`src/hw/rtl/fsrst_pkg.sv`:
```
// fsrst_pkg: sizes, codes and shared types of the fixed-slot row set table.
// No dependencies; imported by every module of the block except fsrst_ram.
package fsrst_pkg;

  // Store geometry
  localparam int MAX_ROWS    = 256;
  localparam int MAX_SLOTS   = 8;
  localparam int COL_BITS    = 16;
  localparam int STORE_DEPTH = MAX_ROWS * MAX_SLOTS;
  localparam int ADDR_W      = $clog2(STORE_DEPTH);
  localparam int ROW_W       = $clog2(MAX_ROWS);

  // The store is kept as blocks of eight slots, one block per memory word
  localparam int BLK_SLOTS   = 8;
  localparam int SEL_W       = $clog2(BLK_SLOTS);
  localparam int NUM_BLKS    = STORE_DEPTH / BLK_SLOTS;
  localparam int BLK_W       = ADDR_W - SEL_W;

  // Field widths
  localparam int ACT_W       = 2;
  localparam int IN_ROW_W    = 16;
  localparam int IN_COL_W    = 16;
  localparam int IDX_W       = 11;
  localparam int ST_W        = 3;
  localparam int ROWCNT_W    = 9;
  localparam int SPR_W       = 4;

  // Configuration port
  localparam int PADDR_W     = 4;
  localparam int PDATA_W     = 32;
  localparam int REG_IDX_W   = PADDR_W - 2;

  localparam logic [REG_IDX_W-1:0] REG_ROW_COUNT = 2'd0;
  localparam logic [REG_IDX_W-1:0] REG_SLOTS     = 2'd1;
  localparam logic [REG_IDX_W-1:0] REG_SYM       = 2'd2;

  // Actions
  localparam logic [ACT_W-1:0] ACT_LOOKUP = 2'd0;
  localparam logic [ACT_W-1:0] ACT_PUSH   = 2'd1;
  localparam logic [ACT_W-1:0] ACT_CLEAR  = 2'd2;

  // Result status
  localparam logic [ST_W-1:0] ST_FOUND     = 3'd0;
  localparam logic [ST_W-1:0] ST_INSERTED  = 3'd1;
  localparam logic [ST_W-1:0] ST_NOT_FOUND = 3'd2;
  localparam logic [ST_W-1:0] ST_ROW_RANGE = 3'd3;
  localparam logic [ST_W-1:0] ST_ROW_FULL  = 3'd4;

  typedef struct packed {
    logic                vld;
    logic [COL_BITS-1:0] col;
  } ent_t;

  typedef ent_t [BLK_SLOTS-1:0] blk_t;

  typedef struct packed {
    logic [ROWCNT_W-1:0] rows;  // rows in use, clamped
    logic [SPR_W-1:0]    spr;   // slots per row, clamped
    logic                sym;
    logic                clr;   // geometry written: empty the store
  } cfg_t;

  typedef struct packed {
    logic capture;
    logic check;
    logic rd;
    logic scan;
    logic load_out;
  } dp_cmd_t;

  typedef struct packed {
    logic chk_done;
    logic scan_done;
    logic scan_next;
    logic out_free;
  } dp_sts_t;

  typedef enum logic [2:0] {
    S_IDLE,
    S_CHECK,
    S_ISSUE,
    S_SCAN,
    S_FINISH
  } ctrl_state_e;

endpackage

```
`src/hw/rtl/fsrst_ctrl.sv`:
```
// fsrst_ctrl: sequencer for one table operation (check, block read, slot scan, result).
// Depends on fsrst_pkg.
module fsrst_ctrl (
  input  logic               clk_i,
  input  logic               rst_ni,
  input  logic               in_valid_i,
  output logic               in_ready_o,
  input  fsrst_pkg::dp_sts_t sts_i,
  output fsrst_pkg::dp_cmd_t cmd_o
);
  import fsrst_pkg::*;

  ctrl_state_e state_q, state_d;

  always_ff @(posedge clk_i or negedge rst_ni) begin
    if (!rst_ni) begin
      state_q <= S_IDLE;
    end else begin
      state_q <= state_d;
    end
  end

  always_comb begin
    state_d = state_q;
    unique case (state_q)
      S_IDLE: begin
        if (in_valid_i) state_d = S_CHECK;
      end
      S_CHECK: begin
        state_d = sts_i.chk_done ? S_FINISH : S_ISSUE;
      end
      S_ISSUE: begin
        state_d = S_SCAN;
      end
      S_SCAN: begin
        if (sts_i.scan_done) begin
          state_d = S_FINISH;
        end else if (sts_i.scan_next) begin
          state_d = S_ISSUE;
        end
      end
      S_FINISH: begin
        if (sts_i.out_free) state_d = S_IDLE;
      end
      default: state_d = S_IDLE;
    endcase
  end

  always_comb begin
    cmd_o      = '0;
    in_ready_o = 1'b0;
    unique case (state_q)
      S_IDLE: begin
        in_ready_o    = 1'b1;
        cmd_o.capture = in_valid_i;
      end
      S_CHECK:  cmd_o.check    = 1'b1;
      S_ISSUE:  cmd_o.rd       = 1'b1;
      S_SCAN:   cmd_o.scan     = 1'b1;
      S_FINISH: cmd_o.load_out = sts_i.out_free;
      default: begin
      end
    endcase
  end

endmodule

```
`config.mk`:
```
export PLATFORM = sky130hd
export DESIGN_NAME = fsrst_ctrl
export DESIGN_NICKNAME = d
export VERILOG_FILES = /design/src/hw/rtl/fsrst_pkg.sv /design/src/hw/rtl/fsrst_ctrl.sv
export SDC_FILE = /design/constraint.sdc
export NUM_CORES = 1
export LEC_CHECK = 0
export BUFFER_PORTS_ARGS = -buffer_cell sky130_fd_sc_hd__buf_2
export CAP_MARGIN = 20
export CORE_AREA = 2 2 39 41
export DETAILED_ROUTE_END_ITERATION = 6
export DIE_AREA = 0 0 41 43
export SYNTH_ARGS = -nofsm -noshare
export SYNTH_HDL_FRONTEND = slang
export SYNTH_SLANG_ARGS = --single-unit
```
`constraint.sdc`:
```
create_clock -name clk_i -period 1.57 [get_ports clk_i]
set_clock_uncertainty 0.1 [all_clocks]
set_input_delay 0.0785 -clock clk_i [delete_from_list [all_inputs] [get_ports clk_i]]
set_output_delay 0.0785 -clock clk_i [all_outputs]
set_load 0.02 [all_outputs]
```
# == Yosys cells after proc, flatten, opt, wreduce, memory -nomap -nowiden ==
# Cells that the tools add are included.
# totals
elab_cells,22
reg_bits,3
output_inout_bits,6
in_bits,7
# op_classes
n_eq_ne,7
n_reduce_logical,2
muxes,12
# op_table
operator,n
3-bit two-way mux,5
3-bit case mux with 5 select lines,1
3-bit by 2-bit == test with 1-bit output (second input constant),2
1-bit two-way mux,6
2-bit != test (second input constant),2
3-bit by 1-bit == test with 1-bit output (second input constant),1
3-bit == test (second input constant),1
3-bit zero test,1
3-bit != test (second input constant),1
3-bit AND reduction,1

# == Depth between registers and ports, before layout ==
# logic_depth
ltp_word,3
ltp_mapped,3

# == Worst setup path after synthesis ==
# OpenSTA, ideal clock, no wires.
# synth_path
kind,reg-to-output
startpoint,register state_q[2]
endpoint,output port cmd_o[4] (netlist name)
path_stages_with_launch,3
arrival_ns,1.275
n_path_buf,1
setup_slack_ns,0.117
required_ns,1.391
path_cell_list,dfrtp_1 -> buf_4 -> nor4b_1
# synth_rtl
item,line_no,source
start: declaration,fsrst_ctrl.sv:13,"ctrl_state_e state_q, state_d;"
start signal: assignment,fsrst_ctrl.sv:19,state_q <= state_d;
end: declaration,fsrst_ctrl.sv:9,output fsrst_pkg::dp_cmd_t cmd_o

==> results_dict.tcl <==
set metrics [dict create \
    dr_total_vias 216 \
    slowest_stage "dfrtp_1" \
    fmax_mhz 721 \
    cts_root_buf "clkbuf_4" \
    min_period_ns 1.39 \
    synth_common_cells "dfrtp_1 (3), a21oi_1 (2), buf_4 (2), nor3b_1 (2), or3b_1 (2)" \
    status "completed" \
    dieHeight_microns 43 \
    min_to "state_q[1]" \
    clock_sinks 3 \
    path_clk_slew_ns 0.04 \
    synthArstFlopShare_pct 100 \
    max_cap_viol_count 0 \
    worstMarginPinSlew_ns 0.303 \
    htreeDepth 1 \
    grt_usage_pct 5.83 \
    drive_gt1_share_pct 48.6 \
    routed_via_density 4.08 \
    synth_top_area_share_pct 32.8 \
    cts_tree "done" \
    hp-class "in2reg" \
    cp_max_fo 12 \
    io_buffers 12 \
    post-route-drc-count 0 \
    antenna_found_initial 0 \
    slew_viol_final 0 \
    finalHoldViolations 0 \
    holdPathStages 3 \
    synth_cell_types 16 \
    wirelength_microns 467 \
    grt_pass1_vias 176 \
    grt_pass1_wl_microns 669 \
    worstPathRequired_ns 1.39 \
    synth.most_common_cell "dfrtp_1" \
    grt_max_degree 13 \
    clkLatencyLatePin_ns 0.23 \
    synth-seq-cells 3 \
    synth_edf_count 0 \
    yosysTopAreaCell "dfrtp_1" \
    die_x_microns 41 \
    clock_path_buffers 2 \
    routedWlPerCell_microns 8.81 \
    cp_slowest_stage_delay_ns 0.47 \
    r2r_end "state_q[2]" \
    start_util_pct 16.5 \
    synth-seq-area-share_pct 32.8 \
    fin_area_sq_um 329 \
    routabilityCongestion 0.746 \
    drt-initial-drc-count 2 \
    synth_nets 29 \
    cp_num_buf_inv 1 \
    avgSynthCellArea_sq_um 10.4 \
    drt_pass1_iterations 2 \
    hp-start "sts_i[3]" \
    power_density_mw_per_mm2 1880 \
    ant_nets 0 \
    yosys_warnings 0 \
    setup_viol 0 \
    finalSetupTns_ns 0 \
    io_pins 13 \
    maxSlewHeadroom_pct 79.8 \
    vdd_drop_max_mv 0.459 \
    largest_register_ffs 3 \
    mappedNetlistArea_sq_um 229 \
    fin_nets 45 \
    crit_path_cell_trace "nor4b_1 > buf_2" \
    period_share_pct 88.3 \
    die-area_sq_mm 0.00176 \
    p_leak_uw 0.000156 \
    area_delta_synth_final_pct 43.7 \
    cp_data_arrival_time_ns 1.21 \
    r2r_start "state_q[1]" \
    endpoint_kind "output port" \
    largest_register "state_q" \
    final_util_pct 23.8 \
    synth_ff_type "dfrtp_1" \
    num_rows 14 \
    synthCells 22 \
    cts_buffers 3 \
    num_antenna_cells 0 \
    path_class "reg2out" \
    top_regs "state_q x3" \
    coreArea_sq_mm 0.00138 \
    postPlaceCellArea_sq_um 283 \
    critical-path-top-delay-family "flip-flops" \
    rr_worst_depth 2 \
    fin_total_pwr_uw 617 \
    grt-ovfl-total 0 \
    synthTopCellsByArea "dfrtp_1 (33%), or3b_1 (7.7%), buf_4 (6.6%)" \
    start_kind "flop" \
    rsz0062_at_grt "false" \
    cts_resized 0 \
    r2r_slack_ns 0.29 \
]
[through the flow]
stage | worst slack [ns] | instances | hold WS (ns)
finish | 0.184 | 53 | 0.0170
global placement | 0.329 | 47 | -0.222
CTS | 0.171 | 53 | 0.0177
global route | 0.00854 | 53 | 0.0496
detailed placement | 0.298 | 47 | -0.223
floorplan | 0.117 | 22 | -0.317
[placed cells by master, fill, tap and decap left out]
master         count
buf_2             12
clkbuf_4           3
dfrtp_1            3
nor3b_1            2
or3b_1             2
a21oi_1            2
dlygate4sd3_1      2
and3b_2            1
nor3_1             1
and4bb_2           1
nor4b_1            1
a21bo_2            1
nand2b_1           1
mux2i_1            1
or4b_1             1
o21ai_0            1
o21bai_1           1
clkbuf_1           1
[what timing repair did]
action,CTS,global route
setup buffers,0,0
hold endpoints to repair,4,0
hold buffers,2,0
[worst max-delay path by stage]
stage	depth (start not counted)	end	slack (ns)	start
floorplan	2	cmd_o[4]	0.12	state_q[2]
global placement	2	state_q[2]	0.33	state_q[1]
detailed placement	2	state_q[2]	0.30	state_q[1]
CTS	2	cmd_o[4]	0.17	state_q[1]
global route	2	cmd_o[4]	0.009	state_q[1]
finish	2	cmd_o[4]	0.18	state_q[1]
[routing by layer]
| metal | vias up | GRT usage, % | wire length (microns) |
|---|---|---|---|
| met5 | - | 0 | 0 |
| met1 | 96 | 7.42 | 200 |
| met2 | 7 | 7.19 | 221 |
| li1 | 111 | - | - |
| met4 | 0 | 8.00 | 15 |
| met3 | 2 | 0 | 28 |
[worst register-to-register path, delay by kind of cell, from the launching register on]
kind	cells	cell delay, ns
AOI/OAI and AO/OA	1	0.08
DFF	1	0.47
and+or+nand+nor	1	0.55
[area by class of cell]
| cell class | instances | area (sq um) |
|---|---|---|
| clock buffer | 4 | 26.3 |
| timing repair buffer | 14 | 80.1 |
| fill | 155 | 1050 |
| multi-input combinational | 16 | 128 |
| sequential | 3 | 75.1 |
| tap | 16 | 20.0 |
[power breakdown]
part | switching, uW | internal, uW
Sequential | 84.3 | 113
Clock | 42.7 | 95.4
Combinational | 141 | 141
[kinds of logic (layout without fill, tap and decap cells)]
kind of cell | count (synthesis) | after routing | synth area share (%)
buffers and inverters | 3 | 18 | 11.5
AND/OR/NAND/NOR | 10 | 10 | 37.2
AO/OA/AOI/OAI | 5 | 5 | 14.2
multiplexers | 1 | 1 | 4.37
flip-flops | 3 | 3 | 32.8
Power figures use the tool's default switching activity.
