**src/hw/rtl/fsrst_pkg.sv**
```systemverilog
// fsrst_pkg: sizes, codes and shared types of the fixed-slot row set table.
// No dependencies; imported by every module of the block except fsrst_ram.
package fsrst_pkg;

  // Store geometry
  localparam int MAX_ROWS    = 256;
  localparam int MAX_SLOTS   = 8;
  localparam int COL_BITS    = 16;
  localparam int STORE_DEPTH = MAX_ROWS * MAX_SLOTS;
  localparam int ADDR_W      = $clog2(STORE_DEPTH);
  localparam int ROW_W       = $clog2(MAX_ROWS);

  // The store is kept as blocks of eight slots, one block per memory word
  localparam int BLK_SLOTS   = 8;
  localparam int SEL_W       = $clog2(BLK_SLOTS);
  localparam int NUM_BLKS    = STORE_DEPTH / BLK_SLOTS;
  localparam int BLK_W       = ADDR_W - SEL_W;

  // Field widths
  localparam int ACT_W       = 2;
  localparam int IN_ROW_W    = 16;
  localparam int IN_COL_W    = 16;
  localparam int IDX_W       = 11;
  localparam int ST_W        = 3;
  localparam int ROWCNT_W    = 9;
  localparam int SPR_W       = 4;

  // Configuration port
  localparam int PADDR_W     = 4;
  localparam int PDATA_W     = 32;
  localparam int REG_IDX_W   = PADDR_W - 2;

  localparam logic [REG_IDX_W-1:0] REG_ROW_COUNT = 2'd0;
  localparam logic [REG_IDX_W-1:0] REG_SLOTS     = 2'd1;
  localparam logic [REG_IDX_W-1:0] REG_SYM       = 2'd2;

  // Actions
  localparam logic [ACT_W-1:0] ACT_LOOKUP = 2'd0;
  localparam logic [ACT_W-1:0] ACT_PUSH   = 2'd1;
  localparam logic [ACT_W-1:0] ACT_CLEAR  = 2'd2;

  // Result status
  localparam logic [ST_W-1:0] ST_FOUND     = 3'd0;
  localparam logic [ST_W-1:0] ST_INSERTED  = 3'd1;
  localparam logic [ST_W-1:0] ST_NOT_FOUND = 3'd2;
  localparam logic [ST_W-1:0] ST_ROW_RANGE = 3'd3;
  localparam logic [ST_W-1:0] ST_ROW_FULL  = 3'd4;

  typedef struct packed {
    logic                vld;
    logic [COL_BITS-1:0] col;
  } ent_t;

  typedef ent_t [BLK_SLOTS-1:0] blk_t;

  typedef struct packed {
    logic [ROWCNT_W-1:0] rows;  // rows in use, clamped
    logic [SPR_W-1:0]    spr;   // slots per row, clamped
    logic                sym;
    logic                clr;   // geometry written: empty the store
  } cfg_t;

  typedef struct packed {
    logic capture;
    logic check;
    logic rd;
    logic scan;
    logic load_out;
  } dp_cmd_t;

  typedef struct packed {
    logic chk_done;
    logic scan_done;
    logic scan_next;
    logic out_free;
  } dp_sts_t;

  typedef enum logic [2:0] {
    S_IDLE,
    S_CHECK,
    S_ISSUE,
    S_SCAN,
    S_FINISH
  } ctrl_state_e;

endpackage

```
**src/hw/rtl/fsrst_regs.sv**
```systemverilog
// fsrst_regs: configuration registers behind the APB-style port.
// Depends on fsrst_pkg.
module fsrst_regs (
  input  logic                           clk_i,
  input  logic                           rst_ni,
  input  logic                           psel,
  input  logic                           penable,
  input  logic                           pwrite,
  input  logic [fsrst_pkg::PADDR_W-1:0]  paddr,
  input  logic [fsrst_pkg::PDATA_W-1:0]  pwdata,
  output logic [fsrst_pkg::PDATA_W-1:0]  prdata,
  output logic                           pready,
  output fsrst_pkg::cfg_t                cfg_o
);
  import fsrst_pkg::*;

  logic [ROWCNT_W-1:0]  row_count_q, row_count_d;
  logic [SPR_W-1:0]     spr_q, spr_d;
  logic                 sym_q, sym_d;
  logic                 wr;
  logic                 clr;
  logic [REG_IDX_W-1:0] reg_idx;

  assign pready  = 1'b1;
  assign wr      = psel && penable && pwrite;
  assign reg_idx = paddr[PADDR_W-1:2];

  always_comb begin
    row_count_d = row_count_q;
    spr_d       = spr_q;
    sym_d       = sym_q;
    clr         = 1'b0;
    if (wr) begin
      unique case (reg_idx)
        REG_ROW_COUNT: begin
          row_count_d = pwdata[ROWCNT_W-1:0];
          clr         = 1'b1;
        end
        REG_SLOTS: begin
          spr_d = pwdata[SPR_W-1:0];
          clr   = 1'b1;
        end
        REG_SYM: begin
          sym_d = pwdata[0];
        end
        default: begin
        end
      endcase
    end
  end

  always_ff @(posedge clk_i or negedge rst_ni) begin
    if (!rst_ni) begin
      row_count_q <= '0;
      spr_q       <= SPR_W'(4);
      sym_q       <= 1'b0;
    end else begin
      row_count_q <= row_count_d;
      spr_q       <= spr_d;
      sym_q       <= sym_d;
    end
  end

  always_comb begin
    unique case (reg_idx)
      REG_ROW_COUNT: prdata = PDATA_W'(row_count_q);
      REG_SLOTS:     prdata = PDATA_W'(spr_q);
      REG_SYM:       prdata = PDATA_W'(sym_q);
      default:       prdata = '0;
    endcase
  end

  // Clamp geometry to what the store holds
  always_comb begin
    cfg_o.rows = (row_count_q > ROWCNT_W'(MAX_ROWS)) ? ROWCNT_W'(MAX_ROWS) : row_count_q;
    if (spr_q == '0) begin
      cfg_o.spr = SPR_W'(1);
    end else if (spr_q > SPR_W'(MAX_SLOTS)) begin
      cfg_o.spr = SPR_W'(MAX_SLOTS);
    end else begin
      cfg_o.spr = spr_q;
    end
    cfg_o.sym = sym_q;
    cfg_o.clr = clr;
  end

endmodule

```
**config.mk**
```make
export PLATFORM = sky130hd
export DESIGN_NAME = fsrst_regs
export DESIGN_NICKNAME = d
export VERILOG_FILES = /design/src/hw/rtl/fsrst_pkg.sv /design/src/hw/rtl/fsrst_regs.sv
export SDC_FILE = /design/constraint.sdc
export NUM_CORES = 1
export LEC_CHECK = 0
export ABC_AREA = 1
export ABC_CLOCK_PERIOD_IN_PS = 1200
export BUFFER_PORTS_ARGS = -buffer_cell sky130_fd_sc_hd__buf_2
export CAP_MARGIN = 0
export CORE_MARGIN = 3
export CORE_UTILIZATION = 39
export CTS_BUF_LIST = sky130_fd_sc_hd__clkbuf_2
export CTS_CLUSTER_DIAMETER = 60
export DETAILED_ROUTE_END_ITERATION = 12
export MAX_ROUTING_LAYER = met4
export PLACE_DENSITY = 0.83
export SYNTH_ARGS = -nofsm -noshare
export SYNTH_HDL_FRONTEND = slang
export SYNTH_SLANG_ARGS = --single-unit
export TNS_END_PERCENT = 5
```
**constraint.sdc**
```tcl
create_clock -name clk_i -period 1.2 [get_ports clk_i]
set_clock_uncertainty 0.05 [all_clocks]
set_input_delay 0.24 -clock clk_i [delete_from_list [all_inputs] [get_ports clk_i]]
set_output_delay 0.24 -clock clk_i [all_outputs]
set_load 0.03 [all_outputs]
```
* Word-level counts from Yosys, hierarchy flattened
Cells that the tools add are included.
** Operators by class
- Magnitude comparators :: 2
- Equal/unequal tests :: 2
- Multiplexer cells :: 6
- Reductions and logical operators :: 8
** Operators with widths (number)
- one-hot mux 9 bit (3 select lines) :: 1
- > comparator 9 bit (second input constant) :: 1
- two-way mux 9 bit :: 1
- two-way mux 4 bit :: 2
- AND reduction 2 bit :: 3
- > comparator 4 bit (second input constant) :: 1
- logical NOT 4 bit :: 1
- == test 2 x 1 -> 1 bit (second input constant) :: 1
- == test 2 bit (second input constant) :: 1
- logical AND 1 bit :: 2
- logical NOT 2 bit :: 1
- two-way mux 1 bit :: 2
- OR reduction 2 bit :: 1
** Word-level totals
- Register bits :: 14
- Input port bits :: 41
- Output and inout port bits :: 48
- Logic and storage cells :: 21

* Depth between registers and ports, before layout
- Word-level depth :: 4
- Mapped depth :: 5
- Mapped depth without buffers :: 5

* Worst setup path before layout
Ideal clock, no wire load.
- Kind :: register -> output
- Start :: register row_count_q[3]
- End :: output port cfg_o[10] (netlist name)
- Data arrival time :: 1099 ps
- Data required time :: 910 ps
- Path slack :: -189 ps
- Stages on the path, launching flop included :: 6
- Buffers on the path :: 0
- Path through :: dfrtp_1 -> nor2_1 -> nand2_1 -> nor2_1 -> nor2_1 -> nor2_1
** RTL lines
- from (decl) :: line fsrst_regs.sv:17 : logic [ROWCNT_W-1:0] row_count_q, row_count_d;
- from (signal assigned) :: line fsrst_regs.sv:58 : row_count_q <= row_count_d;
- to (decl) :: line fsrst_regs.sv:13 : output fsrst_pkg::cfg_t cfg_o

==> results.py <==
metrics = {
    "floorplan": {
        "dieArea_mm2": 0.00321,
        "die_w_um": 56.7,
        "initial_core_util_pct": 43.2,
        "io_pins": 89,
        "core_mm2": 0.00232,
        "die_y_um": 56.7,
        "rows": 17,
    },
    "route": {
        "post-route-drc-count": 0,
        "wl_per_cell_um": 12.0,
        "drtPass1Iterations": 4,
        "via_count": 972,
        "antenna_left": 0,
        "drtIter0Drc": 27,
        "wl_mm": 2.67,
        "avgViaCountPerCell": 4.36,
    },
    "synthesis": {
        "synth_mux_area_share_pct": 0,
        "synth_top_area_share_pct": 32.5,
        "post_synth.cell_area_avg_um2": 7.11,
        "synth_top_family_by_area": "buffers and inverters",
        "synth_fa_ha_area_share_pct": 0,
        "yosys_warnings": 0,
        "yosysTopAreaCell": "dfrtp_1",
        "synth_xor_xnor_area_share_pct": 0,
        "yosys.area_share.simple_pct": 28.5,
        "synth-seq-cells": 14,
        "synth_area_leaders": "dfrtp_1 32%, buf_4 19%, nand2_1 10%",
        "synth.yosys.seq_area_share_pct": 35.1,
        "synth_compound_area_share_pct": 6.99,
        "syn-cell-area_mm2": 0.00100,
        "syn_inst": 141,
        "synthDistinctLibCells": 20,
    },
    "clock_tree": {
        "cts.htree.levels": 1,
        "clockBufferDepth": 2,
        "root_buffer": "clkbuf_2",
        "clk_pin_slew_worst_paths_ns": 0.14,
        "numCtsBuffers": 3,
        "clock-sinks": 14,
        "cts_tree": "built",
        "clk_latency_ns": 0.27,
    },
    "placed_design": {
        "portBuffers": 39,
        "dpl.hpwl_mm": 1.77,
        "place_ws_ns": -0.267,
        "place_congestion": 0.802,
        "post_dp_cell_area_mm2": 0.00124,
    },
    "worst_setup_path": {
        "crit_path_end_kind": "primary output",
        "startpoint_type": "flop",
        "worstSetupPathType": "reg2out",
        "cp_max_fo": 6,
        "worstPathArrival_ns": 1.41,
        "worstPathRequired_ns": 0.91,
    },
    "timing": {
        "fin_crit_sh_pct": 142,
        "finalSetupViolCount": 22,
        "hold_viol_final": 0,
        "setup_slack_ns": -0.502,
        "max_freq_ghz": 0.588,
        "period_needed_ns": 1.70,
        "fin_hold_ws_ns": 0.119,
        "rsz0062_at_grt": "true",
        "maxSlewViolCount": 0,
    },
    "status": {
        "status": "complete, but fails checks",
        "violations": "negative setup slack",
    },
    "finish": {
        "mostFrequentLayoutCells": "27 x nand2_1, 24 x conb_1, 22 x buf_6",
        "area.growth.synth_to_final_pct": 48.6,
        "fin_nets": 237,
        "final_common_cell": "nand2_1",
        "final_layout_size_suffix_gt1_share_pct": 47.7,
        "n_antenna_cell": 0,
        "design_area_mm2": 0.00149,
    },
    "power_and_ir_drop": {
        "irDropWorstVdd_mv": 0.904,
        "p_leak_nw": 0.803,
        "power.density_mw_per_mm2": 1490,
    },
    "grt": {
        "grt_pass1_wl_mm": 3.55,
        "grt_max_degree": 15,
        "grt_use_total_pct": 14.3,
        "overflow": 0,
        "antenna_found_initial": 0,
        "grt_pass1_vias": 872,
    },
    "run": {
        "cap_viol_max_count": 0,
    },
    "worst_hold_path": {
        "hp-class": "in2reg",
    },
}
-- sequential cells by signal, indices dropped and copies added (netlist names) --
name,count
row_count_q,9
spr_q,4
sym_q,1
-- cells by family (layout without fill, tap and decap cells) --
group | Yosys count | in the layout
and+or+nand+nor | 65 | 65
buffers and inverters | 48 | 80
DFF | 14 | 14
AOI/OAI and AO/OA | 12 | 12
other | 2 | 24
-- per-stage QoR --
stage | util (%) | total power, mW | TNS, ns | instances
after floorplan | - | 1.40 | -1.94 | 163
after global placement | 53.6 | 1.65 | -1.84 | 218
after detailed placement | 53.6 | 1.67 | -1.97 | 218
after CTS | 59.2 | 2.05 | -5.10 | 223
after global routing | 64.2 | 2.36 | -7.55 | 223
final | 64.2 | 2.22 | -5.59 | 223
-- power breakdown --
group          switching (mW)  internal (mW)  total (mW)
Combinational           0.826          0.521        1.35
Clock                   0.155         0.0724       0.228
Sequential             0.0687          0.578       0.647
-- layout make-up --
type	count	area, µm²
Sequential cell	14	352
Clock buffer	3	15.0
Multi-Input combinational cell	101	529
Inverter	19	86.3
Timing Repair Buffer	57	468
Tap cell	28	35.0
Clock inverter	1	3.75
Fill cell	187	830
-- cells in the mapped netlist (all sizes together) --
cell type / n
nor2: 25
o22ai: 3
o211ai: 1
inv: 19
nand2: 29
clkbuf: 2
buf: 27
nand3: 11
dfstp: 1
conb: 2
dfrtp: 13
o21ai: 8
-- worst max-delay path, cell delays in order (launching register included) --
cell	delay, ns
dfrtp_1	0.42
nor2_1	0.13
nand2_1	0.10
nor2_2	0.14
nor2_4	0.09
nor2_2	0.11
buf_6	0.14
-- per-layer routing --
metal | global-route usage (%) | vias to the layer above | share of wire (%)
li1 | - | 493 | -
met1 | 17.5 | 427 | 37
met2 | 23.9 | 47 | 55
met3 | 1.38 | 5 | 5.7
met4 | 6.10 | 0 | 1.6
met5 | - | - | 0
-- final timing paths --
kind / start / end / slack [ns] / depth (start not counted)
max: row_count_q[5] / cfg_o[10] / -0.50 / 6
min: pwdata[0] / spr_q[0] / 0.12 / 3
max reg2reg: spr_q[2] / spr_q[2] / 0.20 / 3
min reg2reg: sym_q / sym_q / 0.53 / 2
max in group asynchronous: rst_ni / spr_q[2] / 0.50 / 2
min in group asynchronous: rst_ni / row_count_q[5] / 0.31 / 2
-- timing repair --
| item | 4_1_cts | 5_1_grt |
|---|---|---|
| setup endpoints to repair | 21 | 23 |
| endpoints found under the hold margin | 13 | 0 |
| hold buffers | 1 | 0 |
| pin swaps | 8 | 5 |
| resized for setup | 42 | 33 |
| buffers inserted | 0 | 0 |
(Power assumes the default switching activity.)
